[config.mk]
export PLATFORM = sky130hd
export DESIGN_NAME = forest_fire_cell_update_unit
export DESIGN_NICKNAME = d
export VERILOG_FILES = /design/src/rtl/core/ffcu_pkg.sv /design/src/rtl/core/forest_fire_cell_update_unit.sv
export SDC_FILE = /design/constraint.sdc
export NUM_CORES = 1
export LEC_CHECK = 0
export BUFFER_PORTS_ARGS = -buffer_cell sky130_fd_sc_hd__buf_2
export CORE_MARGIN = 5
export CORE_UTILIZATION = 60
export DETAILED_ROUTE_END_ITERATION = 6
export PLACE_DENSITY = 0.86
export SETUP_SLACK_MARGIN = 0.1
export SLEW_MARGIN = 20
export SYNTH_ARGS = -nofsm -noshare
export SYNTH_HDL_FRONTEND = slang
export SYNTH_SLANG_ARGS = --single-unit
[constraint.sdc]
create_clock -name clk -period 15.25 [get_ports clk]
set_input_delay 0.7625 -clock clk [delete_from_list [all_inputs] [get_ports clk]]
set_output_delay 0.7625 -clock clk [all_outputs]
set_load 0.01 [all_outputs]
[src/rtl/core/ffcu_pkg.sv]
// shared constants, register indexes and helpers for the forest fire cell update unit
package ffcu_pkg;

    // cell code values
    localparam logic [7:0] CODE_EMPTY  = 8'd0;
    localparam logic [7:0] TREE_MIN    = 8'd1;
    localparam logic [7:0] TREE_MAX    = 8'd128;
    localparam logic [7:0] CODE_CLEAR  = 8'd129;
    localparam logic [7:0] GROUND_MIN  = 8'd130;
    localparam logic [7:0] GROUND_MAX  = 8'd254;
    localparam logic [7:0] CODE_BURNT  = 8'd254;
    localparam logic [7:0] CODE_FIRE   = 8'd255;

    // register indexes (paddr[2])
    localparam logic REG_LIGHTNING = 1'b0;
    localparam logic REG_IGNITE    = 1'b1;

    // register reset values (q16 fractions 0.99995 and 0.8)
    localparam logic [15:0] LIGHTNING_RESET = 16'd65533;
    localparam logic [15:0] IGNITE_RESET    = 16'd52429;

    // growth compare, scaled to integers:
    //   ground: 864000*a > (959616 - 1000*(t + c - 128)) * 2^bits
    //   empty:  768000*a > (852992 - 1000*t) * 2^bits
    localparam int GROUND_A_MUL  = 864000;
    localparam int GROUND_K_BASE = 959616;
    localparam int EMPTY_A_MUL   = 768000;
    localparam int EMPTY_K_BASE  = 852992;
    localparam int AGE_MUL       = 1000;

    // decay draw scale
    localparam int DECAY_STEPS = 10;

    // tree age of a neighbor, zero when the code is not a tree
    function automatic logic [7:0] tree_age(input logic [7:0] code);
        logic [7:0] age;
        begin
            age = ((code >= TREE_MIN) && (code <= TREE_MAX)) ? code : 8'd0;
            return age;
        end
    endfunction

endpackage

[src/rtl/core/forest_fire_cell_update_unit.sv]
// forest fire automaton cell update: input register, one pass of logic, result register
// One word per cycle while results are taken: a word is captured in the input register on
// accept, the next cell code is computed in one pass of logic (neighbor age sum, growth
// compare, ignite and decay draws) and lands in the result register.
// Both stages advance together whenever the result register is empty or being taken, so
// item_ready stays high under a free-flowing output and falls only when both stages hold words.
// lightning_limit sits at byte address 0 and ignite_limit at byte address 4 of the APB port;
// write them only while no word is in flight.
module forest_fire_cell_update_unit #(
    parameter int RANDOM_BITS = 16
) (
    input  logic                   clk,
    input  logic                   rst_n,
    // apb configuration port
    input  logic                   psel,
    input  logic                   penable,
    input  logic                   pwrite,
    input  logic [2:0]             paddr,
    input  logic [31:0]            pwdata,
    output logic [31:0]            prdata,
    output logic                   pready,
    // input word
    input  logic                   item_valid,
    output logic                   item_ready,
    input  logic [7:0]             center_cell,
    input  logic [7:0]             north_west,
    input  logic [7:0]             north,
    input  logic [7:0]             north_east,
    input  logic [7:0]             west,
    input  logic [7:0]             east,
    input  logic [7:0]             south_west,
    input  logic [7:0]             south,
    input  logic [7:0]             south_east,
    input  logic [RANDOM_BITS-1:0] random_a,
    input  logic [RANDOM_BITS-1:0] random_b,
    // result word
    output logic                   result_valid,
    input  logic                   result_ready,
    output logic [7:0]             next_cell
);

    localparam int CMP_W  = (RANDOM_BITS > 16) ? RANDOM_BITS : 16;
    localparam int K_W    = 23;
    localparam int PROD_W = RANDOM_BITS + K_W;
    localparam int DEC_W  = RANDOM_BITS + 4;

    // configuration registers
    logic [15:0] lightning_limit_reg;
    logic [15:0] ignite_limit_reg;
    logic        cfg_write;

    // input stage
    logic                   s1_valid_reg;
    logic [7:0]             s1_center_reg;
    logic [7:0]             s1_nbr_reg [8];
    logic [RANDOM_BITS-1:0] s1_random_a_reg;
    logic [RANDOM_BITS-1:0] s1_random_b_reg;

    // result stage
    logic       result_valid_reg;
    logic [7:0] result_reg;
    logic [7:0] result_next;

    // handshake
    logic advance;
    logic item_accept;

    // compute signals
    logic [10:0]              trees;
    logic                     fire_near;
    logic                     strike;
    logic                     ignite;
    logic signed [K_W-1:0]    trees_s;
    logic signed [K_W-1:0]    center_s;
    logic signed [K_W-1:0]    k_ground;
    logic signed [K_W-1:0]    k_empty;
    logic signed [PROD_W-1:0] ra_ext;
    logic signed [PROD_W-1:0] lhs_ground;
    logic signed [PROD_W-1:0] lhs_empty;
    logic signed [PROD_W-1:0] rhs_ground;
    logic signed [PROD_W-1:0] rhs_empty;
    logic                     grow_ground;
    logic                     grow_empty;
    logic [DEC_W-1:0]         decay_prod;
    logic [3:0]               decay;
    logic [7:0]               decayed;

    // apb access, always ready
    assign pready    = 1'b1;
    assign cfg_write = psel && penable && pwrite && pready;

    always_comb
    begin
        prdata = 32'd0;
        case (paddr[2])
            ffcu_pkg::REG_LIGHTNING: prdata = {16'd0, lightning_limit_reg};
            ffcu_pkg::REG_IGNITE:    prdata = {16'd0, ignite_limit_reg};
            default:                 prdata = 32'd0;
        endcase
    end

    always_ff @(posedge clk or negedge rst_n)
    begin
        if (!rst_n)
        begin
            lightning_limit_reg <= ffcu_pkg::LIGHTNING_RESET;
            ignite_limit_reg    <= ffcu_pkg::IGNITE_RESET;
        end
        else if (cfg_write)
        begin
            case (paddr[2])
                ffcu_pkg::REG_LIGHTNING: lightning_limit_reg <= pwdata[15:0];
                ffcu_pkg::REG_IGNITE:    ignite_limit_reg    <= pwdata[15:0];
                default:                 ;
            endcase
        end
    end

    // pipeline advance: result slot free or being taken
    assign advance      = !result_valid_reg || result_ready;
    assign item_ready   = !s1_valid_reg || advance;
    assign item_accept  = item_valid && item_ready;
    assign result_valid = result_valid_reg;
    assign next_cell    = result_reg;

    // input stage control
    always_ff @(posedge clk or negedge rst_n)
    begin
        if (!rst_n)
        begin
            s1_valid_reg <= 1'b0;
        end
        else if (item_ready)
        begin
            s1_valid_reg <= item_valid;
        end
    end

    // input stage payload
    always_ff @(posedge clk)
    begin
        if (item_accept)
        begin
            s1_center_reg   <= center_cell;
            s1_nbr_reg[0]   <= north_west;
            s1_nbr_reg[1]   <= north;
            s1_nbr_reg[2]   <= north_east;
            s1_nbr_reg[3]   <= west;
            s1_nbr_reg[4]   <= east;
            s1_nbr_reg[5]   <= south_west;
            s1_nbr_reg[6]   <= south;
            s1_nbr_reg[7]   <= south_east;
            s1_random_a_reg <= random_a;
            s1_random_b_reg <= random_b;
        end
    end

    // neighbor tree age sum and burning neighbor flag
    always_comb
    begin
        trees     = 11'd0;
        fire_near = 1'b0;
        for (int i = 0; i < 8; i++)
        begin
            trees     = trees + 11'(ffcu_pkg::tree_age(s1_nbr_reg[i]));
            fire_near = fire_near || (s1_nbr_reg[i] == ffcu_pkg::CODE_FIRE);
        end
    end

    // lightning and ignite draws
    assign strike = CMP_W'(s1_random_a_reg) > CMP_W'(lightning_limit_reg);
    assign ignite = (strike || fire_near) &&
                    (CMP_W'(s1_random_b_reg) < CMP_W'(ignite_limit_reg));

    // growth thresholds, may go negative
    assign trees_s  = K_W'(trees);
    assign center_s = K_W'(s1_center_reg);
    assign k_ground = K_W'(ffcu_pkg::GROUND_K_BASE)
                    - K_W'(ffcu_pkg::AGE_MUL)
                    * (trees_s + center_s - K_W'(ffcu_pkg::TREE_MAX));
    assign k_empty  = K_W'(ffcu_pkg::EMPTY_K_BASE) - K_W'(ffcu_pkg::AGE_MUL) * trees_s;

    // signed growth compares, threshold scaled by 2^bits
    assign ra_ext      = PROD_W'(s1_random_a_reg);
    assign lhs_ground  = ra_ext * PROD_W'(ffcu_pkg::GROUND_A_MUL);
    assign lhs_empty   = ra_ext * PROD_W'(ffcu_pkg::EMPTY_A_MUL);
    assign rhs_ground  = PROD_W'(k_ground) <<< RANDOM_BITS;
    assign rhs_empty   = PROD_W'(k_empty) <<< RANDOM_BITS;
    assign grow_ground = lhs_ground > rhs_ground;
    assign grow_empty  = lhs_empty > rhs_empty;

    // ground decay, floor(b * 10 / 2^bits), floored at the clear code
    assign decay_prod = DEC_W'(s1_random_b_reg) * DEC_W'(ffcu_pkg::DECAY_STEPS);
    assign decay      = decay_prod[DEC_W-1:RANDOM_BITS];
    assign decayed    = s1_center_reg - {4'd0, decay};

    // next cell code
    always_comb
    begin
        result_next = ffcu_pkg::CODE_EMPTY;
        case (s1_center_reg) inside
            ffcu_pkg::CODE_FIRE:
                result_next = ffcu_pkg::CODE_BURNT;
            [ffcu_pkg::TREE_MIN:ffcu_pkg::TREE_MAX]:
            begin
                if (ignite)
                    result_next = ffcu_pkg::CODE_FIRE;
                else if (s1_center_reg == ffcu_pkg::TREE_MAX)
                    result_next = ffcu_pkg::TREE_MAX;
                else
                    result_next = s1_center_reg + 8'd1;
            end
            ffcu_pkg::CODE_CLEAR:
                result_next = ffcu_pkg::CODE_EMPTY;
            [ffcu_pkg::GROUND_MIN:ffcu_pkg::GROUND_MAX]:
            begin
                if (grow_ground)
                    result_next = ffcu_pkg::TREE_MIN;
                else if (decayed < ffcu_pkg::CODE_CLEAR)
                    result_next = ffcu_pkg::CODE_CLEAR;
                else
                    result_next = decayed;
            end
            default:
                result_next = grow_empty ? ffcu_pkg::TREE_MIN : ffcu_pkg::CODE_EMPTY;
        endcase
    end

    // result stage control
    always_ff @(posedge clk or negedge rst_n)
    begin
        if (!rst_n)
        begin
            result_valid_reg <= 1'b0;
        end
        else if (advance)
        begin
            result_valid_reg <= s1_valid_reg;
        end
    end

    // result stage payload
    always_ff @(posedge clk)
    begin
        if (advance && s1_valid_reg)
        begin
            result_reg <= result_next;
        end
    end

    // stall only when both stages hold words
    a_stall_full: assert property (@(posedge clk) disable iff (!rst_n)
        !item_ready |-> (s1_valid_reg && result_valid_reg))
        else $error("input stalled with a free stage");

    // fire always burns out to ground
    a_fire_burns: assert property (@(posedge clk) disable iff (!rst_n)
        (advance && s1_valid_reg && s1_center_reg == ffcu_pkg::CODE_FIRE)
        |=> (result_reg == ffcu_pkg::CODE_BURNT))
        else $error("fire did not turn into burnt ground");

    // cleared ground goes empty
    a_clear_empty: assert property (@(posedge clk) disable iff (!rst_n)
        (advance && s1_valid_reg && s1_center_reg == ffcu_pkg::CODE_CLEAR)
        |=> (result_reg == ffcu_pkg::CODE_EMPTY))
        else $error("clear code did not go empty");

    // a tree stays a tree or catches fire
    a_tree_next: assert property (@(posedge clk) disable iff (!rst_n)
        (advance && s1_valid_reg && s1_center_reg >= ffcu_pkg::TREE_MIN
            && s1_center_reg <= ffcu_pkg::TREE_MAX)
        |=> ((result_reg >= ffcu_pkg::TREE_MIN && result_reg <= ffcu_pkg::TREE_MAX)
            || result_reg == ffcu_pkg::CODE_FIRE))
        else $error("tree update out of range");

    // a lightning limit write lands
    a_cfg_write: assert property (@(posedge clk) disable iff (!rst_n)
        (cfg_write && paddr[2] == ffcu_pkg::REG_LIGHTNING)
        |=> (lightning_limit_reg == $past(pwdata[15:0])))
        else $error("lightning limit write lost");

endmodule

== Word level (Yosys, flattened, before mapping) ==
Memories as Yosys holds them, arrays and structs flattened.
Cells that the tools add are included.

* Flip-flop bits (word level): 82
* Memory bits (writable): 64
* Input port bits: 146
* Memories kept: 1

* Add/subtract/negate cells: 13
* Multiply operators: 5
* Order comparisons: 25
* Equal/unequal tests: 11
* Multiplexer cells: 19
* Bitwise logic cells: 1
* Reductions and logical operators: 29

{| class="wikitable"
|+ Memories
! memory !! depth !! width !! read ports !! clocked after Yosys merged registers in !! write ports !! line !! source
|-
| s1_nbr_reg || 8 || 8 || 8 || 0 || 8 || forest_fire_cell_update_unit.sv:55 || <nowiki>logic [7:0] s1_nbr_reg [8];</nowiki>
|}

{| class="wikitable"
|+ Operators with widths
! operator !! count
|-
| $mux W8 || 15
|-
| $eq A8 B8 Y1 const B || 11
|-
| $le A8 B8 Y1 const B || 10
|-
| $ge A8 B1 Y1 const B || 9
|-
| $pmux W32 S2 || 1
|-
| $add A11 B8 Y11 || 4
|-
| $gt A37 B39 Y1 || 1
|-
| $gt A37 B38 Y1 || 1
|-
| $mul A16 B12 Y28 const B || 1
|-
| $mul A16 B9 Y25 const B || 1
|-
| $mul A7 B23 Y20 const A || 1
|-
| $sub A20 B23 Y23 const A || 1
|-
| $sub A20 B21 Y22 const A || 1
|-
| $mul A16 B3 Y19 const B || 1
|-
| $mul A7 B11 Y18 const A || 1
|-
| $gt A16 B16 Y1 || 1
|-
| $lt A16 B16 Y1 || 1
|-
| $logic_and A1 B1 Y1 || 15
|-
| $sub A12 B8 Y13 const B || 1
|-
| $add A11 B8 Y12 || 1
|-
| $add A10 B8 Y11 || 1
|-
| $add A9 B8 Y10 || 1
|-
| $logic_or A1 B1 Y1 || 10
|-
| $add A8 B8 Y9 || 1
|-
| 8 further kinds || 12
|}

== Logic depth before layout (Yosys ltp) ==
An unclocked memory read counts as a cell.

* Word-level depth: 20
* Depth in mapped cells: 50
* Mapped depth without buffers: 49

== Worst setup path before layout ==
OpenSTA, ideal clock, no wires.

* Path type: register -> register
* Start point: memory s1_nbr_reg[3][7] (netlist: s1_nbr_reg[0][31])
* End point: register result_reg[0] (netlist: next_cell[0]), data pin
* Library setup time: 258 ps
* Data arrival time: 11,334 ps
* Setup slack: 3,658 ps
* Cell stages (with the launch flop): 45
* Buffers on the path: 1
* Period minus slack after synthesis: 11,592 ps
* Cells stage by stage: edfxtp_1 > nand2b_1 > fa_1 > inv_1 > fa_1 > fa_1 > inv_1 > fa_1 > inv_1 > fa_1 > a21o_1 > a211o_1 > a21oi_4 > xnor2_1 > inv_1 > ha_1 > nor2b_1 > nand2_1 > [9 not listed] > a41o_1 > a21oi_1 > nand2_1 > a221oi_1 > xnor2_1 > xor2_1 > ha_1 > nand3_1 > nor2_1 > and3_1 > nand4_1 > a211oi_1 > a21oi_1 > and3_1 > a31o_1 > or4_4 > buf_6 > a2bb2oi_1

{| class="wikitable"
|+ RTL lines
! item !! line !! source
|-
| start: declaration || forest_fire_cell_update_unit.sv:55 ||
|-
| end signal: assignment || forest_fire_cell_update_unit.sv:247 || <nowiki>result_reg <= result_next;</nowiki>
|-
| end: declaration || forest_fire_cell_update_unit.sv:61 || <nowiki>logic [7:0] result_reg;</nowiki>
|}

==> impl_summary.md <==
Job
Max-cap violations in this run came to 0.

Placed design
The routability congestion estimate from global placement is 0.9867. The total placed instance area is 22670 um2. Detailed placement finished with a half-perimeter wire length of 41980 um. Buffers placed on the I/O ports in this run total 153.

Floorplanning
The vertical die dimension is 199.0 um. For this configuration, the core starts out at a cell density of 60.52%. The number of rows in the core area is 69. The overall die area is 39580 um2.

The area inside the core boundary is 35400 um2. During I/O placement, the number of pins put on the boundary was 189. The x dimension of the die is 199.0 um.

Logic synthesis
The commonest cells after synthesis are sky130_fd_sc_hd__inv_1 (411), sky130_fd_sc_hd__ha_1 (351), sky130_fd_sc_hd__fa_1 (252). The synthesized design contains 146 register bits. Yosys mapped a number of flops with a built-in enable equal to 112. The mean cell area of the mapped netlist is 10.09 um2. The fraction of synthesized cell area taken by the top area cell type is 23.55%.

In the synthesized netlist, the number of instances is 2124. The most frequent cell after synthesis is sky130_fd_sc_hd__inv_1. For this run, the number of Yosys warnings is 0.

Of all cell types, the one taking the most synthesized area is sky130_fd_sc_hd__fa_1. Summing every instance area after synthesis gives 21420 um2. The sequential-to-total area share from yosys stat is 19.81%. Counting distinct cell types in the post-synthesis netlist gives 82. In the synthesized netlist the async set-or-reset flop fraction comes to 23.29%. After synthesis, the cell types taking the most area are sky130_fd_sc_hd__fa_1 (24%), sky130_fd_sc_hd__ha_1 (20%), sky130_fd_sc_hd__edfxtp_1 (16%). The most frequently used flop master after synthesis is sky130_fd_sc_hd__edfxtp_1.

Timing
The number of setup violations in the final report is 0. The number of max-slew violations in the final report came to 0. Hold is met by 0.4158 ns. The total negative setup slack is 0 ns.

The number of failing hold endpoints at the final stage was 0. The worst pin sits at a relative slew slack of 23.98%. Setup repair after global routing left no endpoint under its margin.

The worst setup skew after layout is 0.01762 ns. The final critical-path share of the clock period is 85.87%. The fmax is 76.37 MHz. The post-layout minimum cycle time is 13.09 ns.

At the pin with the least slew margin, the transition time is 1.134 ns.

Global route
After global routing the overflow that remains totals 0. The largest net degree at the start of global routing is 69. The first-pass GRT wire length is 83260 um.

The initial antenna violation count came to 1. Global routing used 26.23% of the available tracks. The number of global-route vias before repair came to 17070.

CTS
TritonCTS built the clock tree. The clock tree synthesis step divided the H-tree into 4 levels. After clock tree synthesis, the clock-pin slew on the worst setup and hold paths is 0.07 ns. The tree is rooted in a sky130_fd_sc_hd__clkbuf_16. The hold buffer count at cts is 0. The maximum clock insertion buffer count is 2. Gates resized during post-CTS repair numbered 0. The buffers inserted during post-CTS setup optimization is 0.

The clock buffer count from CTS is 17. Clock tree synthesis found a total of 146 sinks. The clock latency on the worst-skew pair is 0.44 ns.

Setup path
The terminus of the critical flop-to-flop path is next_cell[2]. Counting cells, the worst reg-to-reg path comes to 43. The largest single stage delay on the critical path is 0.61 ns.

The setup check on the worst reg-to-reg path leaves a slack of 2.16 ns. The peak fanout along the critical path is 9. The startpoint identified for the worst register-to-register timing path is s1_nbr_reg[0][31].

The critical path ends at next_cell[2]. Data on the critical path is required at its endpoint by 15.48 ns. The highest-delay cell along the critical path is sky130_fd_sc_hd__xor2_1. In this run the worst setup path begins at s1_nbr_reg[0][31]. The most prevalent standard cell on the critical path is sky130_fd_sc_hd__fa_1. The endpoint class of the critical path is a flip-flop. The data arrival at the endpoint of the critical path is 13.32 ns. The sort of element at the start of the critical path is a flip-flop. The start-to-end type of the worst setup path is reg2reg.

Route
The total wirelength of the detailed-routed design is 50410 um. In the final routed layout, each cell accounts on average for 18.27 um. The post-detailed-route DRC marker count is 0. The detail route stage leaves a number of antenna-violating nets equal to 0. The count of TritonRoute iterations in the first routing pass is 5. The vias after detailed routing is 15780.

The via-per-instance ratio is 5.720. The initial detailed-routing violation count is 871.

Final layout
The combined flip-flop and latch cell area is 4244 um2. The area of combinational cells with multiple inputs is 15510 um2. The total number of nets in the final design is 3034. From synthesis to final layout, the design area changed by 8.498%. The post-route core utilization is 65.67%. The register with the most flip-flops in the layout has 64 of them. The number of antenna diodes in the final layout is 0.

The fraction of final layout cells sized beyond drive strength 1 is 11.62%. The layout has 2579 filler cells. The cell area after layout is 23240 um2.

Run status
The flow ran to the end, and the final reports show no timing, DRC or antenna violations.

Min path
The min-delay analysis places its worst path in the category in2async.
==> placed cells by master (no fill, tap or decap), drive strengths merged, types with 7 or more instances in the layout <==
master    n
and3      9
o21bai   10
o21ai    76
xor2     40
a211oi   14
nor4b     8
nor2     89
a21o     37
conb     17
nand2    94
o211ai    8
edfxtp  112
dfrtp    10
nand2b   40
o31ai    10
xnor2    91
nand3b    7
ha      351
inv     419
clkbuf   19
nor4     13
dfstp    24
fa      252
nor3     18
a31oi    11
a21oi    96
nand4    31
mux2     33
o21a     21
nand3    19
buf     158
nor2b    71
==> metrics by stage <==
stage                     setup WS, ns  cells
after global routing             1.200   2759
after detailed placement         2.195   2727
after global placement           2.506   2727
after floorplan                  3.658   2139
final                            2.155   2759
after CTS                        2.125   2759
==> logic make-up (layout without fill, tap and decap cells) <==
family / count (synthesis) / in the layout / share of synthesized area (%)
AND/OR/NAND/NOR: 439 / 439 / 10.94
AO/OA/AOI/OAI: 326 / 326 / 9.865
multiplexers: 35 / 35 / 1.828
buffers and inverters: 442 / 601 / 8.083
adder cells (fa/ha/maj): 603 / 603 / 44.05
other: 2 / 17 / 0.03506
XOR/XNOR: 131 / 131 / 5.391
flip-flops: 146 / 146 / 19.81
==> how the worst min path moves through the flow <==
stage / startpoint / endpoint / slack (ns)
6_report: rst_n / ignite_limit_reg[8] / 0.42
5_1_grt: rst_n / ignite_limit_reg[8] / 0.44
4_1_cts: rst_n / ignite_limit_reg[8] / 0.40
3_3_place_gp: s1_valid_reg / result_valid / 0.46
2_1_floorplan: s1_valid_reg / result_valid / 0.45
3_5_place_dp: s1_valid_reg / result_valid / 0.48
==> final cells by class <==
cell class / count / share of cell area, %
Inverter: 411 / 6.637
Tap cell: 461 / 2.482
Clock inverter: 13 / 0.5060
Timing Repair Buffer: 158 / 3.456
Sequential cell: 146 / 18.26
Clock buffer: 19 / 1.949
Multi-Input combinational cell: 1551 / 66.71
==> per-layer routing <==
layer / track usage, % / wire length [um] / vias up
met5: 0 / 13 / -
met3: 4.963 / 3281 / 107
met4: 9.043 / 1593 / 2
li1: - / - / 7413
met1: 33.20 / 20620 / 7721
met2: 45.37 / 24900 / 538
==> critical path, delay by kind of cell, from the launching register on <==
kind,cells,cell delay [ns]
simple gates,7,1.56
flops,1,0.51
compound gates,13,3.25
xor+xnor,3,0.97
fa+ha+maj,13,6.02
buf+inv,7,0.55
Power is not shown: default switching activity piles up to over one toggle a cycle in this logic, so the estimate is an artifact.
